$ cat config.mk
export PLATFORM = sky130hd
export DESIGN_NAME = list_rank_assigner_top
export DESIGN_NICKNAME = d
export VERILOG_FILES = /design/src/hw/rtl/lra_pkg.sv /design/src/hw/rtl/list_rank_assigner_top.sv /design/src/hw/rtl/lra_store.sv /design/src/hw/rtl/lra_rank_unit.sv
export SDC_FILE = /design/constraint.sdc
export NUM_CORES = 2
export LEC_CHECK = 0
export BUFFER_PORTS_ARGS = -buffer_cell sky130_fd_sc_hd__buf_2
export CELL_PAD_IN_SITES_DETAIL_PLACEMENT = 0
export CELL_PAD_IN_SITES_GLOBAL_PLACEMENT = 1
export CORE_UTILIZATION = 55
export CTS_BUF_LIST = sky130_fd_sc_hd__clkbuf_4 sky130_fd_sc_hd__clkbuf_8
export DETAILED_ROUTE_END_ITERATION = 12
export PLACE_DENSITY_LB_ADDON = 0.1
export SKIP_CTS_REPAIR_TIMING = 1
export SLEW_MARGIN = 25
export SYNTH_ARGS = -nofsm -noshare
export SYNTH_HDL_FRONTEND = slang
export SYNTH_SLANG_ARGS = --single-unit
$ cat constraint.sdc
create_clock -name clk -period 3.7 [get_ports clk]
set_input_delay 0.74 -clock clk [delete_from_list [all_inputs] [get_ports clk]]
set_output_delay 0.74 -clock clk [all_outputs]
set_load 0.01 [all_outputs]
$ cat src/hw/rtl/lra_pkg.sv
// Shared constants and types for the list rank assigner.
`default_nettype none
package lra_pkg;

	localparam int CAPACITY_DEF = 64;
	localparam int VALUE_W      = 32;
	localparam int RANK_W       = 7;

	// Control from the sequencer to the compare/count unit.
	typedef struct packed {
		logic clr;
		logic acc;
	} lra_ctl_t;

endpackage
`default_nettype wire

$ cat src/hw/rtl/list_rank_assigner_top.sv
// List rank assigner: stores a sequence and emits each element's rank.
//
// Input: an item (value, is_last) is taken on a clock edge with start high
// and busy low. Items without is_last are stored at that edge and busy stays
// low, so they may arrive back to back. Up to CAPACITY values are kept;
// further ones are discarded and flag dropped on every result of the batch.
// The item with is_last closes the batch: busy rises and one result per
// stored value follows, in arrival order, each shown for one cycle with
// strobe high. rank = 1 + number of stored values strictly smaller.
// For each result with n stored values the sequencer reads the key, latches
// it, makes n compares through the single shared comparator fed by the one
// read port of the store, then emits. busy falls in the cycle the final
// result is shown, and a new item may be taken then. Results cannot be held
// off by the receiver.
// Reset clears the sequencer, the count and the overflow flag; the store
// itself is not cleared and needs no clearing pass.
`default_nettype none
module list_rank_assigner_top
	import lra_pkg::*;
#(
	parameter int CAPACITY = CAPACITY_DEF
) (
	input  wire logic               clk,
	input  wire logic               arst_n,
	input  wire logic               start,
	output logic                    busy,
	input  wire logic [VALUE_W-1:0] value,
	input  wire logic               is_last,
	output logic                    strobe,
	output logic      [RANK_W-1:0]  rank,
	output logic                    last_rank,
	output logic                    dropped
);

	localparam int AW = (CAPACITY > 1) ? $clog2(CAPACITY) : 1;
	localparam int CW = $clog2(CAPACITY + 1);

	typedef enum logic [2:0] {
		S_IDLE,
		S_RD_I,
		S_KEY,
		S_CMP,
		S_DONE
	} state_t;

	state_t             state_q;
	logic [CW-1:0]      cnt_q;
	logic [CW-1:0]      n_q;
	logic [CW-1:0]      i_q;
	logic [CW-1:0]      j_q;
	logic               ovf_q;
	logic [VALUE_W-1:0] key_q;
	logic               strobe_q;
	logic [RANK_W-1:0]  rank_q;
	logic               last_rank_q;
	logic               dropped_q;

	logic               accept;
	logic               room;
	logic               we;
	logic [AW-1:0]      raddr;
	logic [VALUE_W-1:0] rdata_q;
	logic [RANK_W-1:0]  smaller_q;
	lra_ctl_t           ctl;
	logic               i_final;

	assign busy    = (state_q != S_IDLE);
	assign accept  = start && !busy;
	assign room    = (cnt_q < CW'(CAPACITY));
	assign we      = accept && room;
	assign i_final = (CW'(i_q + CW'(1)) == n_q);

	always_comb begin
		raddr = i_q[AW-1:0];
		if (state_q == S_CMP || state_q == S_KEY) begin
			raddr = j_q[AW-1:0];
		end
	end

	assign ctl.clr = (state_q == S_KEY);
	assign ctl.acc = (state_q == S_CMP);

	lra_store #(
		.CAPACITY(CAPACITY)
	) u_store (
		.clk    (clk),
		.we     (we),
		.waddr  (cnt_q[AW-1:0]),
		.wdata  (value),
		.raddr  (raddr),
		.rdata_q(rdata_q)
	);

	lra_rank_unit u_rank (
		.clk      (clk),
		.arst_n   (arst_n),
		.ctl      (ctl),
		.data     (rdata_q),
		.key      (key_q),
		.smaller_q(smaller_q)
	);

	always_ff @(posedge clk or negedge arst_n) begin
		if (!arst_n) begin
			state_q     <= S_IDLE;
			cnt_q       <= '0;
			n_q         <= '0;
			i_q         <= '0;
			j_q         <= '0;
			ovf_q       <= 1'b0;
			strobe_q    <= 1'b0;
			rank_q      <= '0;
			last_rank_q <= 1'b0;
			dropped_q   <= 1'b0;
		end else begin
			strobe_q <= 1'b0;
			unique case (state_q)
				S_IDLE: begin
					if (accept) begin
						if (room) begin
							cnt_q <= cnt_q + CW'(1);
							n_q   <= cnt_q + CW'(1);
						end else begin
							ovf_q <= 1'b1;
							n_q   <= cnt_q;
						end
						if (is_last) begin
							i_q     <= '0;
							state_q <= S_RD_I;
						end
					end
				end
				S_RD_I: begin
					// read of element i issued; zero j for the compare sweep
					j_q     <= '0;
					state_q <= S_KEY;
				end
				S_KEY: begin
					// key arrives; element 0 read issued this cycle
					j_q     <= CW'(1);
					state_q <= S_CMP;
				end
				S_CMP: begin
					// rdata_q holds the element issued last cycle
					if (j_q == n_q) begin
						state_q <= S_DONE;
					end else begin
						j_q <= j_q + CW'(1);
					end
				end
				S_DONE: begin
					strobe_q    <= 1'b1;
					rank_q      <= smaller_q + RANK_W'(1);
					last_rank_q <= i_final;
					dropped_q   <= ovf_q;
					if (i_final) begin
						cnt_q   <= '0;
						ovf_q   <= 1'b0;
						state_q <= S_IDLE;
					end else begin
						i_q     <= i_q + CW'(1);
						state_q <= S_RD_I;
					end
				end
				default: begin
					state_q <= S_IDLE;
				end
			endcase
		end
	end

	always_ff @(posedge clk) begin
		if (state_q == S_KEY) begin
			key_q <= rdata_q;
		end
	end

	assign strobe    = strobe_q;
	assign rank      = rank_q;
	assign last_rank = last_rank_q;
	assign dropped   = dropped_q;

endmodule
`default_nettype wire

$ cat src/hw/rtl/lra_store.sv
// Value store: one write port, one registered read port.
`default_nettype none
module lra_store
	import lra_pkg::*;
#(
	parameter int CAPACITY = CAPACITY_DEF,
	localparam int AW = (CAPACITY > 1) ? $clog2(CAPACITY) : 1
) (
	input  wire logic               clk,
	input  wire logic               we,
	input  wire logic [AW-1:0]      waddr,
	input  wire logic [VALUE_W-1:0] wdata,
	input  wire logic [AW-1:0]      raddr,
	output logic      [VALUE_W-1:0] rdata_q
);

	logic [VALUE_W-1:0] mem_q [CAPACITY];

	always_ff @(posedge clk) begin
		if (we) begin
			mem_q[waddr] <= wdata;
		end
	end

	always_ff @(posedge clk) begin
		rdata_q <= mem_q[raddr];
	end

endmodule
`default_nettype wire

$ cat src/hw/rtl/lra_rank_unit.sv
// Shared signed comparator with a count of values smaller than the key.
`default_nettype none
module lra_rank_unit
	import lra_pkg::*;
(
	input  wire logic               clk,
	input  wire logic               arst_n,
	input  wire lra_ctl_t           ctl,
	input  wire logic [VALUE_W-1:0] data,
	input  wire logic [VALUE_W-1:0] key,
	output logic      [RANK_W-1:0]  smaller_q
);

	logic lt;

	assign lt = $signed(data) < $signed(key);

	always_ff @(posedge clk or negedge arst_n) begin
		if (!arst_n) begin
			smaller_q <= '0;
		end else if (ctl.clr) begin
			smaller_q <= '0;
		end else if (ctl.acc && lt) begin
			smaller_q <= smaller_q + RANK_W'(1);
		end
	end

endmodule
`default_nettype wire

Yosys cells after proc, flatten, opt, wreduce, memory -nomap -nowiden
Memory sizes are Yosys's and may differ from the RTL's. A register that Yosys moved wholly into a read port is not among the register bits.
Cells that the tools add are included.
{"block": "classes", "add_sub_neg": 4, "magnitude_cmp": 2, "eq_ne": 13, "muxes": 25, "n_reduce_logical": 16}
{"op": "$mux 7", "n": 9}
{"op": "$lt 32x32->1", "n": 1}
{"op": "$add 7x1->7 const B", "n": 4}
{"op": "$pmux 7 s2", "n": 2}
{"op": "$pmux 7 s3", "n": 1}
{"op": "$pmux 3 s5", "n": 1}
{"op": "$eq 7x7->1", "n": 2}
{"op": "$ne 2x2->1 const B", "n": 7}
{"op": "$mux 3", "n": 3}
{"op": "$reduce_and 4->1", "n": 2}
{"op": "$lt 7x7->1 const B", "n": 1}
{"op": "$mux 1", "n": 7}
{"op": "$eq 3x2->1 const B", "n": 2}
{"op": "$mux 6", "n": 1}
{"op": "$reduce_and 3->1", "n": 2}
{"op": "$reduce_bool 3->1", "n": 2}
{"op": "$reduce_and 2->1", "n": 2}
{"op": "$reduce_bool 2->1", "n": 2}
{"op": "$eq 3x1->1 const B", "n": 1}
{"op": "$eq 3x3->1 const B", "n": 1}
{"op": "$logic_and 1x1->1", "n": 3}
{"op": "$logic_not 3->1", "n": 1}
{"op": "$pmux 1 s2", "n": 1}
{"op": "$logic_not 1->1", "n": 1}
{"op": "$logic_or 1x1->1", "n": 1}
{"block": "totals", "regBits": 81, "ramBits": 2048, "input_bits": 36, "out_inout_bits": 11, "word_cells": 73, "memories": 1}
{"memory": "u_store.mem_q", "words": 64, "width": 32, "rd": 1, "rd_ports_with_merged_regs": 1, "write_ports": 1, "line_no": "lra_store.sv:17", "source": "logic [VALUE_W-1:0] mem_q [CAPACITY];"}

Longest topological paths before layout
{"block": "depth", "depth_word": 6, "ltp_mapped": 13, "ltp_nobuf": 9}

Cells and area by module
A second synthesis with hierarchy kept.
{"block": "hier_totals", "cells_unflattened": 3780, "area_unflattened_um2": 83148.5}
{"module": "lra_store", "instances": 1, "cells_per_inst": 3324, "area_per_inst_um2": 78515.3}
{"module": "list_rank_assigner_top", "instances": 1, "cells_per_inst": 293, "area_per_inst_um2": 3325.7}
{"module": "lra_rank_unit", "instances": 1, "cells_per_inst": 163, "area_per_inst_um2": 1307.5}

Least setup slack after synthesis
OpenSTA, ideal clock, no wires.
{"block": "synth_timing", "path_kind": "register to register", "start": "register state_q[2]", "end": "memory u_store.mem_q[58][0], enable pin", "setup_time_ns": 0.421, "arrival_time_ns": 2.958, "required_ns": 3.279, "slack_ns": 0.321, "path_stages_with_launch": 7, "synth_period_minus_slack_ns": 3.379, "cell_sequence": "dfrtp_1 buf_2 nor3_1 and2_1 clkbuf_1 nand3_1 nor2_1"}
{"block": "synth_between", "elab_chain_len": 6}
{"item": "start: declaration", "line_no": "list_rank_assigner_top.sv:46", "source": "state_t state_q;"}
{"item": "start signal: assignment", "line_no": "list_rank_assigner_top.sv:105", "source": "state_q <= S_IDLE;"}
{"item": "start signal: assignment", "line_no": "list_rank_assigner_top.sv:129", "source": "state_q <= S_RD_I;"}
{"item": "start signal: assignment", "line_no": "list_rank_assigner_top.sv:136", "source": "state_q <= S_KEY;"}
{"item": "$reduce_bool 3->1", "line_no": "list_rank_assigner_top.sv:67", "source": "assign busy = (state_q != S_IDLE);"}
{"item": "$logic_not 1->1", "line_no": "list_rank_assigner_top.sv:68", "source": "assign accept = start && !busy;"}
{"item": "$logic_and 1x1->1", "line_no": "list_rank_assigner_top.sv:68"}
{"item": "$logic_and 1x1->1", "line_no": "list_rank_assigner_top.sv:70", "source": "assign we = accept && room;"}
{"item": "$mux 1", "line_no": "lra_store.sv:20", "source": "if (we) begin"}
{"item": "$mux 1 (implied by the code)", "line_no": "lra_store.sv:21", "source": "mem_q[waddr] <= wdata;"}
{"item": "end: declaration", "line_no": "lra_store.sv:17"}
No other way between the ends.

Final worst setup path
{"block": "layout_timing", "start": "register state_q[2]", "end": "register u_store.rdata_q[4], read port of u_store.mem_q"}
{"block": "layout_between", "elab_chain_len": 3, "elab_cells_between_ends": 4, "classes_between": "eq/ne (2); mux (1); reduce/logical (1)"}
{"item": "$eq 3x2->1", "line_no": "list_rank_assigner_top.sv:75", "source": "if (state_q == S_CMP || state_q == S_KEY) begin"}
{"item": "$logic_or 1x1->1 (*)", "line_no": "list_rank_assigner_top.sv:75"}
{"item": "$mux 6 (*)", "line_no": "list_rank_assigner_top.sv:75"}
{"item": "end: declaration", "line_no": "lra_store.sv:14", "source": "output logic [VALUE_W-1:0] rdata_q"}
Every way passes the cells marked *; elsewhere a longest branch is shown, timed or not.
A chain may end at the register's enable or synchronous reset.

==> summary by stage <==
GRT
The total overflow left after global routing is 0. The pin count of the biggest net entering global routing is 65. The number of global-route vias before repair was 43880. In the global route stage, met2 resource usage came out at 0.4586. met2 is the most crowded layer.

The first global-routing pass estimated 322.1 mm of wire. The initial antenna violation count is 10. Across every metal layer, demand over resource in global routing totals 0.3015.

For met3 alone, demand over resource in global routing was 0.06919. For this run, global-route usage on met1 was measured as 0.4481.

Power
The share of total power dissipated in sequential elements is 0.570. The total power divided by cell area is 489.1 nW/um^2. Of the total power, the share spent switching nets is 0.2016. The combinational cell fraction of total power is 0.009. The clock share of power is 0.421. For this design the total switching power over the nets is 9.484 mW. The static leakage is 31.94 nW. The design draws 47.04 mW. The peak ir drop on the vdd network is 0.0003016 V. The internal power is 37.55 mW.

Final layout
In the layout the commonest cells are 2080 x sky130_fd_sc_hd__edfxtp_1, 405 x sky130_fd_sc_hd__nand2_1, 400 x sky130_fd_sc_hd__mux4_2. The leading cell type in the layout, fill and taps excluded is sky130_fd_sc_hd__edfxtp_1. Compared with the post-synthesis result, the final layout area differs by 15.13%.

In the final layout, the multi-input gates occupy 18390 sq um. The share of final-layout standard cells stronger than drive strength 1 is 0.2802. For this run, the post-layout net count is 4869. The fill cell total of the finished layout is 10560. The sequential cell area in the final layout is 64330 sq um.

CTS
Clock-pin slew was measured on the worst setup and hold paths at 0.06 ns. The cell sitting at the root of the clock tree is a sky130_fd_sc_hd__clkbuf_8. TritonCTS built the clock tree. The worst-case clock buffer depth is 4. The count of H-tree levels built during CTS is 5. The worst-skew pair later-pin latency is 1.05 ns. For this design, the sink count on the clock tree is 2161.

The CTS buffer count is 358.

Timing
Setup repair after global routing left no endpoint under its margin. For the pin with the worst max-slew slack, the measured transition is 1.017 ns. The final number of max-transition violations is 0. The final-report setup violation count is 0. Across the routed clock network, the largest skew measured is 0.04430 ns. Of the available clock period, the critical path in the final layout requires 0.9636. The routed design could run at a clock period as short as 3.565 ns. In this run the tightest slew margin relative to its limit is 0.3220. The fmax is 280.5 MHz. The count of final hold-check violations came to 0. The final-layout setup total negative slack is 0 ns.

Detailed routing
The detailed router finished its first iteration with 5118 violations. Once detail routing completed, the nets flagged for antenna violations numbered 0. Detailed routing inserted a total of 44910 vias.

The post-detailed-route via-to-cell ratio is 6.352. The routed wire length is 228.3 mm. The iteration count of the initial detailed-routing pass is 5.

After detailed routing, the number of remaining DRC violations is 0. The routed length per instance is 32.29 um.

Floorplan
47 I/O pins were placed. The number of core rows is 142. The floorplan step defined a die boundary enclosing 153400 sq um. The die is 391.7 um wide. The die outline height is 391.7 um. For this configuration, the core starts out at a cell density of 0.5557. The area of the core is 150300 sq um.

Logic synthesis
The flip-flop and latch count after synthesis is 2161. Of all flip-flops after synthesis, the portion carrying an async set or reset was 0.02267. The top cell type by total area after synthesis is sky130_fd_sc_hd__edfxtp_1. Of the post-synthesis cell area, the dominant cell type holds 0.7477.

The netlist area before placement is 83530 sq um. In this run, distinct cell masters in the synthesized netlist total 64. Synthesis produced a netlist with a net count of 4360. For this run, the number of Yosys warnings is 0.

After synthesis, the cell types taking the most area are sky130_fd_sc_hd__edfxtp_1 75%, sky130_fd_sc_hd__mux4_2 11%, sky130_fd_sc_hd__mux2i_1 1.9%. Synthesis produced a netlist whose cell count is 4289. Dividing the synthesized area by the synthesized cell count gives 19.48 sq um.

The prevailing post-synth register cell is sky130_fd_sc_hd__edfxtp_1. The synthesized design contains 2080 enable-type register cells. The share of synthesized area occupied by flip-flops and latches is 0.7701.

Setup path
The kind of cell adding the most delay to the critical path is buffers and inverters. The largest individual stage delay along the critical path comes from the cell sky130_fd_sc_hd__o32ai_2. At the worst endpoint, the required time is 4.56 ns. For this run, the slowest stage of the critical path takes 0.71 ns. Along the worst path, the maximum fanout reaches 58. The worst endpoint data arrival time is 4.43 ns. The critical path class is flop to flop.

The total buffers and inverters traversed by the critical path is 5. Traced cell by cell, the critical path runs through buf_4 > and3b_1 > a21oi_4 > buf_12 > buf_12 > buf_12 > buf_4 > mux4_2 > o32ai_2 > nand4b_1. The kind of start point of the critical path is a flop. The cell that appears most often on the critical path is sky130_fd_sc_hd__buf_12.

The worst setup path is captured at a flop.

Placement
The total of buffers placed on input and output ports is 46. The weighted congestion reported at the end of routability-driven placement is 0.8303. The detailed placement HPWL is 135.3 mm.

Status
The flow ran to the end, and the final reports show no timing, DRC or antenna violations.

Min path
The tightest min-delay check is of the input pin to flop type.

Run
The max-cap check violation count is 0.
[power by group through the flow]
| stage | clock network, mW | logic [mW] | registers [mW] |
|---|---|---|---|
| final | 19.8 | 0.412 | 26.8 |
| after global routing | 21.3 | 0.445 | 26.8 |
| after CTS | 20.1 | 0.408 | 26.8 |
| after detailed placement | 0 | 0.409 | 27.3 |
| after global placement | 0 | 0.384 | 27.3 |
| after floorplan | 0 | 0.0000594 | 27.3 |
[sequential cells by signal (all words and copies together) (netlist names), 3 cells and up]
name,cells
cnt_q,7
u_rank.smaller_q,7
u_store.rdata_q,32
rank,7
n_q,7
j_q,7
u_store.mem_q,2048
state_q,3
key_q,32
i_q,7
[logic make-up (layout without fill, tap and decap cells)]
group | count (synthesis) | after routing | synth area share
other | 0 | 5 | 0
multiplexers | 562 | 562 | 0.1273
flip-flops | 2161 | 2161 | 0.7701
AO/OA/AOI/OAI | 450 | 450 | 0.03746
buffers and inverters | 296 | 1057 | 0.01702
XOR/XNOR | 33 | 33 | 0.003804
adder cells (fa/ha/maj) | 35 | 35 | 0.005242
AND/OR/NAND/NOR | 752 | 752 | 0.03909
[metal layers]
layer,part of all wire,up-vias
met4,0.018,4
met5,0.000092,-
met1,0.41,23820
met2,0.47,2235
li1,-,18570
met3,0.099,281
[through the flow]
step           setup WS (ns)  instance area [sq um]    util  hold slack (ns)  std cells
3_5_place_dp          0.1930                  89440  0.5950           0.4149       6451
3_3_place_gp         -0.2830                  89420  0.5949           0.4083       6451
5_1_grt              0.03695                  96160  0.6398          0.09706       7067
6_report              0.1348                  96170  0.6398           0.1474       7071
2_1_floorplan         0.3212                  83530       -           0.3995       4289
4_1_cts               0.1304                  96080  0.6392          -0.3031       7063
[worst register-to-register path: cells and delay by family, from the launching register on]
family	cells	cell delay [ns]
compound gates	2	1.01
buf+inv	5	1.16
flops	1	0.33
mux	1	0.51
simple gates	2	0.39
[path summary, 6_finish.rpt]
kind                       slack, ns  cells past startpoint               endpoint               start
max in group asynchronous       2.65                      3                 i_q[5]              arst_n
max reg2reg                     0.13                     10     u_store.rdata_q[4]          state_q[2]
max                             0.13                     10     u_store.rdata_q[4]          state_q[2]
min reg2reg                     0.44                      0               key_q[0]  u_store.rdata_q[0]
min                             0.15                      1  u_store.mem_q[10][10]           value[10]
min in group asynchronous       0.30                      2                rank[2]              arst_n
[cell type report]
type | instances | area share
flip-flops and latches | 2161 | 0.6689
well taps | 2016 | 0.02623
clock buffers | 498 | 0.06314
diodes | 5 | 0.0001301
clock inverters | 114 | 0.005894
inverters | 56 | 0.002186
repair buffers | 389 | 0.04237
multi-input cells | 1832 | 0.1912
[cells in the mapped netlist, types with 5 or more instances]
| cell | instances |
|---|---|
| sky130_fd_sc_hd__or3_1 | 10 |
| sky130_fd_sc_hd__buf_4 | 25 |
| sky130_fd_sc_hd__nand3_1 | 74 |
| sky130_fd_sc_hd__nand4_1 | 17 |
| sky130_fd_sc_hd__o22ai_1 | 31 |
| sky130_fd_sc_hd__nand4b_1 | 5 |
| sky130_fd_sc_hd__buf_6 | 16 |
| sky130_fd_sc_hd__a32o_1 | 13 |
| sky130_fd_sc_hd__or2_2 | 5 |
| sky130_fd_sc_hd__dfrtp_1 | 49 |
| sky130_fd_sc_hd__o211ai_1 | 17 |
| sky130_fd_sc_hd__a221oi_1 | 44 |
| sky130_fd_sc_hd__nand2_1 | 406 |
| sky130_fd_sc_hd__clkbuf_1 | 94 |
| sky130_fd_sc_hd__mux2i_1 | 161 |
| sky130_fd_sc_hd__mux4_2 | 400 |
| sky130_fd_sc_hd__a221o_1 | 7 |
| sky130_fd_sc_hd__a32oi_1 | 13 |
| sky130_fd_sc_hd__xor2_1 | 12 |
| sky130_fd_sc_hd__nor4_1 | 12 |
| sky130_fd_sc_hd__nor3_1 | 16 |
| sky130_fd_sc_hd__a21oi_1 | 103 |
| sky130_fd_sc_hd__dfxtp_1 | 32 |
| sky130_fd_sc_hd__a22o_1 | 6 |
| sky130_fd_sc_hd__a311oi_1 | 18 |
| sky130_fd_sc_hd__xnor2_1 | 19 |
| sky130_fd_sc_hd__nand2b_1 | 6 |
| sky130_fd_sc_hd__and3_1 | 15 |
| sky130_fd_sc_hd__a2111oi_0 | 18 |
| sky130_fd_sc_hd__o21ai_0 | 60 |
| sky130_fd_sc_hd__o32ai_1 | 10 |
| sky130_fd_sc_hd__inv_1 | 56 |
| sky130_fd_sc_hd__a211oi_1 | 22 |
| sky130_fd_sc_hd__buf_1 | 28 |
| sky130_fd_sc_hd__or4_1 | 15 |
| sky130_fd_sc_hd__nor2_1 | 150 |
| sky130_fd_sc_hd__nor2b_1 | 5 |
| sky130_fd_sc_hd__ha_1 | 35 |
| sky130_fd_sc_hd__buf_2 | 77 |
| sky130_fd_sc_hd__a22oi_1 | 21 |
| sky130_fd_sc_hd__a311o_1 | 5 |
| sky130_fd_sc_hd__edfxtp_1 | 2080 |
| sky130_fd_sc_hd__a31oi_1 | 37 |
Power figures use the tool's default switching activity.
